## src/design/fpalu_pkg.sv

```systemverilog
// Package for the fixed-point ALU: commands, beat types and shared constants.
package fpalu_pkg;

  localparam int unsigned FRAC_BITS_DEF  = 8;
  localparam int unsigned DATA_WIDTH_DEF = 32;
  localparam int unsigned FIFO_DEPTH     = 2;

  typedef enum logic [3:0] {
    OP_ADD      = 4'd0,
    OP_SUB      = 4'd1,
    OP_MUL      = 4'd2,
    OP_DIV      = 4'd3,
    OP_GT       = 4'd4,
    OP_LT       = 4'd5,
    OP_GE       = 4'd6,
    OP_LE       = 4'd7,
    OP_EQ       = 4'd8,
    OP_NE       = 4'd9,
    OP_MIN      = 4'd10,
    OP_MAX      = 4'd11,
    OP_INC      = 4'd12,
    OP_DEC      = 4'd13,
    OP_FROM_INT = 4'd14,
    OP_TO_INT   = 4'd15
  } op_e;

  typedef struct packed {
    logic [3:0]         command;
    logic signed [31:0] operand_a;
    logic signed [31:0] operand_b;
  } in_t;

  typedef struct packed {
    logic signed [31:0] result_value;
    logic               compare_true;
    logic               divide_by_zero;
  } out_t;

  // Classified operation handed from the front to the back through the queue.
  typedef struct packed {
    op_e                op;
    logic signed [31:0] a;
    logic signed [31:0] b;
    logic               lt;
    logic               eq;
    logic               b_zero;
    logic               div_neg;
    logic [31:0]        abs_a;
    logic [31:0]        abs_b;
  } cls_t;

endpackage

```

## src/design/fpalu_front.sv

```systemverilog
// Front end of the fixed-point ALU: accepts beats and classifies operations.
module fpalu_front #(
  parameter int unsigned DATA_WIDTH = fpalu_pkg::DATA_WIDTH_DEF
) (
  input  logic             in_valid_i,
  output logic             in_ready_o,
  input  fpalu_pkg::in_t   in_data_i,
  output logic             push_o,
  output fpalu_pkg::cls_t  cls_o,
  input  logic             full_i
);
  import fpalu_pkg::*;

  logic signed [DATA_WIDTH-1:0] aw, bw;
  logic signed [31:0]           a32, b32;

  assign aw  = in_data_i.operand_a[DATA_WIDTH-1:0];
  assign bw  = in_data_i.operand_b[DATA_WIDTH-1:0];
  assign a32 = 32'(aw);
  assign b32 = 32'(bw);

  assign in_ready_o = !full_i;
  assign push_o     = in_valid_i && !full_i;

  always_comb begin
    cls_o.op      = op_e'(in_data_i.command);
    cls_o.a       = a32;
    cls_o.b       = b32;
    cls_o.lt      = a32 < b32;
    cls_o.eq      = a32 == b32;
    cls_o.b_zero  = b32 == 32'sd0;
    cls_o.div_neg = a32[31] ^ b32[31];
    cls_o.abs_a   = a32[31] ? 32'(-a32) : 32'(a32);
    cls_o.abs_b   = b32[31] ? 32'(-b32) : 32'(b32);
  end

endmodule

```

## config.mk

```make
export PLATFORM = sky130hd
export DESIGN_NAME = fpalu_front
export DESIGN_NICKNAME = d
export VERILOG_FILES = /design/src/design/fpalu_pkg.sv /design/src/design/fpalu_front.sv
export SDC_FILE = /design/constraint.sdc
export NUM_CORES = 1
export LEC_CHECK = 0
export BUFFER_PORTS_ARGS = -buffer_cell sky130_fd_sc_hd__buf_4
export CORE_AREA = 2 2 80 82
export DETAILED_ROUTE_END_ITERATION = 10
export DIE_AREA = 0 0 82 84
export PLACE_DENSITY = 0.88
export SLEW_MARGIN = 5
export SYNTH_ARGS = -nofsm -noshare
export SYNTH_HDL_FRONTEND = slang
export SYNTH_SLANG_ARGS = --single-unit
```

## constraint.sdc

```tcl
create_clock -name vclk -period 13
set_clock_uncertainty 0.2 [all_clocks]
set_input_delay 3.9 -clock vclk [all_inputs]
set_output_delay 3.9 -clock vclk [all_outputs]
set_load 0.01 [all_outputs]
```

After elaboration in Yosys (flattened, before gate mapping)
Index checks and enable logic that the tools add are counted.

word-level totals
  register bits after elaboration = 0
  input bits = 70
  logic and storage cells = 10
  output and inout bits = 138

operators by class
  reduce and logical (&&, ||, !) cells = 3
  equal/unequal tests = 1
  mux-type cells = 2
  add/subtract/negate cells = 2
  bitwise gates (word level) = 1
  magnitude comparators = 1

operator list
  cell                         count
  2-to-1 mux 32 bit            2
  negator 32 bit               2
  equality test 32 bit         1
  zero test 32 bit             1
  less-than comparator 32 bit  1
  logical AND 1 bit            1
  zero test 1 bit              1
  XOR 1 bit                    1

Depth between registers and ports, before layout
  depth after elaboration = 2
  depth in mapped cells = 7
  mapped depth without buffers = 7

Worst setup path after synthesis
OpenSTA, ideal clock, no wires.

  kind = input port to output port
  from = in in_data_i[10] in the netlist's numbering
  to = out cls_o[16] in the netlist's numbering
  required time = 8.900 ns
  data arrival time = 5.663 ns
  path buffers = 1
  stages on the path = 6
  slack = 3.237 ns
  cell sequence = or4_4 > or3_4 > or3_1 > buf_6 > o31ai_1 > xnor2_1

RTL lines
  element      RTL line          text
  from (decl)  fpalu_front.sv:7  input fpalu_pkg::in_t in_data_i,
  to (decl)    fpalu_front.sv:9  output fpalu_pkg::cls_t cls_o,

==> flow_metrics.py <==
metrics = {
    "power": {
        "power_density_nw_per_um2": 40.48,
        "p_total_mw": 0.1486,
        "leakage_nw": 1.827,
        "ir_worst_vdd_uv": 28.30,
    },
    "global_route": {
        "grt_max_degree": 35,
        "grt_pass1_wl_mm": 12.75,
        "antenna_found_initial": 0,
        "grt_usage_pct": 22.28,
        "grt_pass1_vias": 2804,
        "gr-total-overflow": 0,
    },
    "finish": {
        "fillers": 561,
        "nClkBuffers": 0,
        "antenna_cells": 0,
        "utilization_pct": 60.24,
        "nets": 590,
        "nFlopsAndLatches": 0,
        "area_growth_pct": 39.43,
        "drive_gt1_share_pct": 43.39,
        "seqCellArea_um2": 0,
        "fin_area_um2": 3672,
    },
    "timing": {
        "finalCritPeriodShare_pct": 79.11,
        "rsz0062_at_grt": "no",
        "worst_pin_slew_ns": 0.6407,
        "min_period_ns": 10.28,
        "fmax_mhz": 97.23,
        "finalMaxSlewViolations": 0,
        "setup_viol": 0,
        "finalSetupTns_ns": 0,
        "hold_viol": 0,
        "max_slew_margin_pct": 56.89,
    },
    "critical_path": {
        "worst_path_max_delay_cell": "or4_4",
        "cp_max_fo": 10,
        "crit_type": "primary input to output port",
        "worst_ep_required_time_ns": 8.90,
        "cp-end-kind": "output port",
        "cp_slowest_stage_delay_ns": 0.54,
        "cpMostUsedCell": "buf_4",
        "crit_buf_inv": 2,
        "cp.arrival_ns": 6.18,
        "crit_family": "simple AND/OR/NAND/NOR gates",
        "startpoint": "in_data_i[10]",
        "crit_chain": "buf_4, or4_4, or3_4, or3_1, o31ai_1, xnor2_1, buf_4",
        "start_kind": "primary input",
    },
    "die": {
        "ios": 208,
        "die_x_um": 82,
        "num_rows": 29,
        "start_util_pct": 43.21,
        "core_um2": 6096,
        "die_h_um": 84,
        "dieArea_um2": 6888,
    },
    "min_path": {
        "hold_path_end": "cls_o[135]",
        "worstHoldPathType": "primary input to output port",
        "min_from": "in_data_i[67]",
        "holdPathStages": 0,
    },
    "route": {
        "vias_per_cell": 5.340,
        "drt_iter0_drc": 122,
        "dr.pass1.iters": 4,
        "wl_mm": 8.327,
        "drc": 0,
        "ant_nets": 0,
        "vias": 2996,
        "wl_per_cell_um": 14.84,
    },
    "yosys": {
        "ys_warn_count": 0,
        "synthSimpleGateAreaFrac_pct": 17.62,
        "synth_top_family_by_area": "buffers and inverters",
        "netlist_area_um2": 2634,
        "synth-compound-area-share_pct": 19.90,
        "synth_cell_types": 34,
        "yosys.area.top_type_share_pct": 19.95,
        "syn_inst": 361,
        "synthMuxAreaShare_pct": 0.3800,
        "avgSynthCellArea_um2": 7.296,
        "synthAdderAreaFrac_pct": 16.15,
        "yosysTopAreaCell": "buf_4",
        "synth_fp_nets": 465,
        "synthXorXnorAreaFrac_pct": 19.29,
        "synthTopCellsByArea": "buf_4, xnor2_1, ha_1",
        "ys_seq_area_share_pct": 0,
    },
    "run_status": {
        "status": "finished, final reports clean",
    },
    "cts": {
        "postCtsSetupRepairBufs": 0,
        "post_cts_resized": 0,
        "postCtsHoldBufs": 0,
    },
    "job": {
        "max_cap_viol_count": 0,
    },
    "place": {
        "dpl.hpwl_mm": 7.207,
        "place.gp.congestion": 0.8193,
        "portBuffers": 200,
        "placed_area_um2": 3672,
    },
}
-- worst max path at each step --
stage / endpoint / depth (start not counted)
2_1_floorplan: cls_o[16] / 6
3_3_place_gp: cls_o[20] / 7
3_5_place_dp: cls_o[16] / 7
4_1_cts: cls_o[16] / 7
5_1_grt: cls_o[58] / 7
6_report: cls_o[16] / 7
-- layout make-up --
cell class / count / area, um2 / area share (%)
Multi-Input combinational cell: 246 / 1932 / 52.61
Tap cell: 77 / 96.34 / 2.624
Timing Repair Buffer: 200 / 1501 / 40.89
Inverter: 38 / 142.6 / 3.884
-- cell families after synthesis --
kind of cell	count (synthesis)
buffers and inverters	115
AND/OR/NAND/NOR	78
AO/OA/AOI/OAI	75
XOR/XNOR	58
adder cells (fa/ha/maj)	34
multiplexers	1
-- cell usage in the layout (no fill, tap or decap), types with 10 or more instances in the layout --
cell type  netlist  layout
nand2_1         18      18
o21ai_0         27      27
inv_1           38      38
buf_4           70     200
xnor2_1         58      58
o31ai_1         16      16
nand3_1         10      10
ha_1            34      34
-- Yosys cell counts (all sizes together) --
cell	count
a31oi	1
buf	71
nand2b	6
o41ai	10
clkbuf	6
xnor2	58
nor2b	2
nand4	7
and3	1
nor2	4
a211oi	3
nor4	10
or3	9
nor3b	2
o31ai	18
nand2	18
and4	1
nand3	10
or4	8
o21ai	27
ha	34
mux2i	1
a21o	6
o211ai	1
a221oi	1
a21oi	8
inv	38
-- routing by layer --
metal	track usage [%]	wire length [um]	up-vias	share of wire [%]
met2	45.16	4496	152	54
met4	2.273	83	0	1.0
met1	24.87	2962	1375	36
li1	-	-	1461	-
met3	1.623	785	8	9.4
met5	0	0	-	0
-- stage by stage --
stage / cells / hold WS (ns) / setup slack (ns)
after floorplan: 361 / 7.644 / 3.237
after CTS: 561 / 7.600 / 2.716
after global routing: 561 / 7.600 / 2.597
final: 561 / 7.600 / 2.715
after global placement: 561 / 7.600 / 2.812
after detailed placement: 561 / 7.600 / 2.719
-- power by group --
group          switching [mW]  leakage (nW)  internal (mW)
clock                       0             0              0
sequential                  0             0              0
combinational          0.0721          1.83         0.0766
total                  0.0721          1.83         0.0766
No activity file was read; power rests on OpenSTA's default activity.
