--- src/design/fpalu_pkg.sv ---
// Package for the fixed-point ALU: commands, beat types and shared constants.
package fpalu_pkg;

  localparam int unsigned FRAC_BITS_DEF  = 8;
  localparam int unsigned DATA_WIDTH_DEF = 32;
  localparam int unsigned FIFO_DEPTH     = 2;

  typedef enum logic [3:0] {
    OP_ADD      = 4'd0,
    OP_SUB      = 4'd1,
    OP_MUL      = 4'd2,
    OP_DIV      = 4'd3,
    OP_GT       = 4'd4,
    OP_LT       = 4'd5,
    OP_GE       = 4'd6,
    OP_LE       = 4'd7,
    OP_EQ       = 4'd8,
    OP_NE       = 4'd9,
    OP_MIN      = 4'd10,
    OP_MAX      = 4'd11,
    OP_INC      = 4'd12,
    OP_DEC      = 4'd13,
    OP_FROM_INT = 4'd14,
    OP_TO_INT   = 4'd15
  } op_e;

  typedef struct packed {
    logic [3:0]         command;
    logic signed [31:0] operand_a;
    logic signed [31:0] operand_b;
  } in_t;

  typedef struct packed {
    logic signed [31:0] result_value;
    logic               compare_true;
    logic               divide_by_zero;
  } out_t;

  // Classified operation handed from the front to the back through the queue.
  typedef struct packed {
    op_e                op;
    logic signed [31:0] a;
    logic signed [31:0] b;
    logic               lt;
    logic               eq;
    logic               b_zero;
    logic               div_neg;
    logic [31:0]        abs_a;
    logic [31:0]        abs_b;
  } cls_t;

endpackage

--- src/design/fpalu_fifo.sv ---
// Short queue of classified operations between the front and the back.
module fpalu_fifo (
  input  logic             clk_i,
  input  logic             rst_ni,
  input  logic             push_i,
  input  fpalu_pkg::cls_t  data_i,
  output logic             full_o,
  input  logic             pop_i,
  output logic             valid_o,
  output fpalu_pkg::cls_t  data_o
);
  import fpalu_pkg::*;

  localparam int unsigned PW = $clog2(FIFO_DEPTH);

  cls_t          mem_q [FIFO_DEPTH];
  logic [PW-1:0] wr_q, wr_d, rd_q, rd_d;
  logic [PW:0]   cnt_q, cnt_d;
  logic          do_pop;

  assign full_o  = cnt_q == (PW+1)'(FIFO_DEPTH);
  assign valid_o = cnt_q != '0;
  assign data_o  = mem_q[rd_q];
  assign do_pop  = pop_i && valid_o;

  always_comb begin
    wr_d  = push_i ? ((wr_q == PW'(FIFO_DEPTH - 1)) ? '0 : wr_q + 1'b1) : wr_q;
    rd_d  = do_pop ? ((rd_q == PW'(FIFO_DEPTH - 1)) ? '0 : rd_q + 1'b1) : rd_q;
    cnt_d = cnt_q + (PW+1)'(push_i) - (PW+1)'(do_pop);
  end

  always_ff @(posedge clk_i or negedge rst_ni) begin
    if (!rst_ni) begin
      wr_q  <= '0;
      rd_q  <= '0;
      cnt_q <= '0;
    end else begin
      wr_q  <= wr_d;
      rd_q  <= rd_d;
      cnt_q <= cnt_d;
    end
  end

  always_ff @(posedge clk_i) begin
    if (push_i) begin
      mem_q[wr_q] <= data_i;
    end
  end

endmodule

--- config.mk ---
export PLATFORM = sky130hd
export DESIGN_NAME = fpalu_fifo
export DESIGN_NICKNAME = d
export VERILOG_FILES = /design/src/design/fpalu_pkg.sv /design/src/design/fpalu_fifo.sv
export SDC_FILE = /design/constraint.sdc
export NUM_CORES = 1
export LEC_CHECK = 0
export BUFFER_PORTS_ARGS = -buffer_cell sky130_fd_sc_hd__buf_2
export CORE_MARGIN = 3
export CORE_UTILIZATION = 35
export DETAILED_ROUTE_END_ITERATION = 7
export PLACE_DENSITY = 0.55
export SETUP_SLACK_MARGIN = 0.2
export SYNTH_ARGS = -nofsm -noshare
export SYNTH_HDL_FRONTEND = slang
export SYNTH_SLANG_ARGS = --single-unit
--- constraint.sdc ---
create_clock -name clk_i -period 7.01 [get_ports clk_i]
set_input_delay 0.701 -clock clk_i [delete_from_list [all_inputs] [get_ports clk_i]]
set_output_delay 0.701 -clock clk_i [all_outputs]
set_load 0.05 [all_outputs]
After elaboration in Yosys (flattened, before gate mapping)
Memory sizes are Yosys's and may differ from the RTL's.
Cells that the tools add are included.
- register bits after elaboration: 4
- logic and storage cells: 15
- input bits: 140
- memories kept: 1
- memory bits (read-only): 0
- bits in latches: 0
- bits in writable memories: 272
- output and inout port bits: 138
- memory list (name ; words ; width ; read ports ; clocked after Yosys merged registers in ; wr ports ; RTL line ; source):
    mem_q ; 2 ; 136 ; 1 ; 0 ; 1 ; fpalu_fifo.sv:16 ; cls_t mem_q [FIFO_DEPTH];
- $add $sub $neg: 4
- equal/unequal tests: 1
- divide/modulo/power cells: 0
- multiplexer cells: 4
- shift operators: 0
- reductions and logical operators: 2
- order comparisons: 0
- bitwise gates (word level): 0
- multipliers: 0
- operator list (operator ; number):
    $mux 1 ; 4
    $add 1x1->1 const B ; 2
    $add 2x1->2 ; 1
    $eq 2x2->1 const B ; 1
    $reduce_bool 2->1 ; 1
    $sub 2x1->2 ; 1
    $logic_and 1x1->1 ; 1

Longest topological paths before layout
- depth after elaboration: 3
- gate-level depth with buffers: 6
- gate-level depth less buffers: 6

Worst setup path after synthesis
No wires, ideal clock.
- path type: input to register
- from: in push_i
- to: mem mem_q[0][0] in the netlist's numbering, enable pin
- arrival: 6.591 ns
- cell stages on the path: 1
- data required time: 6.361 ns
- path slack: -0.230 ns
- setup time: 0.649 ns
- buffers on the path: 0
- cell sequence: nor2b_1
- cells in the longest elaborated chain, start to end: 2
- RTL lines (item ; RTL line ; source):
    from (decl) ; fpalu_fifo.sv:5 ; input logic push_i,
    $mux 1 ; fpalu_fifo.sv:45 ; if (push_i) begin
    $mux 1 (implied by the code) ; fpalu_fifo.sv:46 ; mem_q[wr_q] <= data_i;
    to (decl) ; fpalu_fifo.sv:16 ;
Every way passes these cells.

==> out/results.tsv <==
metric	value	unit
Tightest Pin Transition	1.02	ns
Max Slew Vio Count	0	
GP Congestion	0.744	
initial antenna violation count	2	
Syn Inst Count	440	
die footprint	30900	um2
CTS buffer count	29	
Final Critical Period	3.84	ns
CTS sink count	276	
Post-Syn Area	10100	um2
DRT iter0 DRCs	310	
M2 GR Usage	20.5	%
Ys Warns	0	
syn_nets	582	
worst setup margin	3.17	ns
Worst Path Max Fanout	70	
period utilization	54.8	%
clock root buffer	clkbuf_16	
area grow syn2layout	25.0	%
Hold Path Origin	data_i[86]	
routed vias/inst	4.48	
Worst EP required	6.31	ns
CTS resizes	0	
CP endpoint kind	output port	
leak pwr	4.69	nW
Antenna diodes	0	
Post-synth ARST share	1.45	%
Final setup viols	0	
crit start category	flip-flop	
Die H	176	um
Rows	61	
clk_lat worst skew	0.52	ns
Fin. Hold Viols	0	
setup TNS	0	ns
Post-synth top flop	edfxtp_1	
clk buf depth	3	
IO Port Bufs	277	
WP data arrival	3.14	ns
RSZ-0062 raised after global routing	no	
Setup CP Type	reg2out	
Setup crit start	rd_q$_DFFE_PN0P_	
Worst VDD drop	0.300	mV
PD cells	477	nW/um2
via count	5077	
met3 Use GR	4.43	%
H-tree levels	1	
most used routing layer	met2	
GRT Overall Usage	12.2	%
CTS tree	done	
post-synthesis sequential area ratio	81.9	%
most common cell in the netlist	edfxtp_1	
drt wl/cell	17.6	um
Setup Skew	0.00898	ns
met1 Use GR	14.8	%
status	complete, no violations	
number of global-route vias before repair	5535	
antenna-violating nets left	0	
CORE AREA	28100	um2
Worst slew margin	31.7	%
Initial Util	35.9	%
placed insts	1084	
grt ovf	0	
die width	176	um
Max Cap Viol	0	
Netlist cell types	13	
Synth area leader	edfxtp_1	
pre-CTS setup slack	3.64	ns
fmax	260	MHz
Post-synth EDFFs	272	
clk slew on worst S/H paths	0.06	ns
main area contributors after synthesis	edfxtp_1 81%, mux2_2 15%, clkbuf_8 1.4%, dfrtp_1 0.99%, buf_6 0.56%	
I/O pin count	278	
Total Wirelength	19900	um
hold slack	0.366	ns
Post-synth top cells	272 x edfxtp_1, 136 x mux2_2, 10 x clkbuf_8	
Final HPWL DP	13200	um
first-pass iteration count of the detailed router	4	
Synth Register Bits	276	
Post-Layout Cell Count	1132	
DRC	0	
global-route wire length before repair	30400	um
min-delay worst type	in2reg	
RR Startpoint	wr_q$_DFFE_PN0P_	
largest net degree at the start of global routing	71	
NumNets Final	880	
layout cells sized above 1	60.1	%
share of the synthesized area in the top cell type	80.9	%
syn avg cell area	22.9	um2
final cells by class:
cell class,count,area [um2]
Sequential cell,276,8270
Fill cell,2523,15500
Inverter,2,7.51
Timing Repair Buffer,282,1430
Clock inverter,8,40.0
Tap cell,378,473
Multi-Input combinational cell,147,1630
Clock buffer,39,763
layout by cell type (no fill, tap or decap):
| master | Yosys | layout |
|---|---|---|
| edfxtp_1 | 272 | 272 |
| dfrtp_4 | 0 | 1 |
| dfrtp_1 | 4 | 3 |
| nor2b_4 | 0 | 1 |
| or2_2 | 1 | 1 |
| ha_1 | 2 | 2 |
| inv_1 | 2 | 2 |
| buf_2 | 0 | 277 |
| nor2b_1 | 2 | 1 |
| xnor2_1 | 2 | 2 |
| clkbuf_16 | 0 | 29 |
| mux2_2 | 136 | 136 |
| inv_6 | 0 | 1 |
| clkinv_2 | 0 | 1 |
| o21a_1 | 1 | 1 |
| clkbuf_1 | 0 | 10 |
| clkinvlp_4 | 0 | 1 |
| clkinv_1 | 0 | 5 |
| and2_4 | 0 | 1 |
| xor2_1 | 2 | 2 |
| buf_4 | 0 | 4 |
| dlygate4sd3_1 | 0 | 1 |
cells by family (layout without fill, tap and decap cells):
group           Yosys count  count (layout)  synth area share [%]
simple gates              4               4                 0.248
compound gates            1               1                0.0744
flops                   276             276                  81.9
fa+ha+maj                 2               2                 0.248
buf+inv                  17             331                  2.00
xor+xnor                  4               4                 0.347
mux                     136             136                  15.2
layer usage:
layer | wire (um) | part of all wire [%]
met3 | 1790 | 9.0
met1 | 7830 | 39
met4 | 617 | 3.1
met2 | 9650 | 48
met5 | 21 | 0.11
critical path: stages (launching register included):
cell	delay, ns
dfrtp_4	1.00
buf_4	0.82
mux2_2	0.45
buf_2	0.22
flip-flops by register name (all words and copies together) (netlist names):
signal and count:
rd_q 1, cnt_q 2, mem_q 272, wr_q 1
repair_timing:
item                                   4_1_cts  5_1_grt
endpoints found under the hold margin        4        0
buffers inserted                             0        0
hold buffers                                 1        0
power by group:
group / leakage, nW / internal [mW] / total, mW / switching [mW]
registers: 2.60 / 2.20 / 2.34 / 0.145
clock network: 0.386 / 0.752 / 1.31 / 0.554
logic: 1.70 / 0.638 / 2.37 / 1.73
total: 4.69 / 3.59 / 6.02 / 2.43
worst paths after layout:
path,slack [ns],cells after the start,to
worst max-delay path,3.17,3,data_o[132]
worst min-delay path,0.37,1,mem_q[0][86]$_DFFE_PP_
worst max register to register,4.42,2,mem_q[1][81]$_DFFE_PP_
worst min register to register,0.53,1,cnt_q[1]$_DFF_PN0_
max in group asynchronous,6.34,2,rd_q$_DFFE_PN0P_
min in group asynchronous,0.53,2,wr_q$_DFFE_PN0P_
stage by stage:
stage | power (mW) | cell area, um2 | utilization, %
after detailed placement | 4.78 | 11800 | 42.0
after CTS | 6.11 | 12600 | 44.9
after floorplan | 4.33 | 10100 | -
after global placement | 4.74 | 11800 | 42.0
final | 6.02 | 12600 | 44.9
after global routing | 6.28 | 12600 | 44.9
No activity file was read; power rests on OpenSTA's default activity.
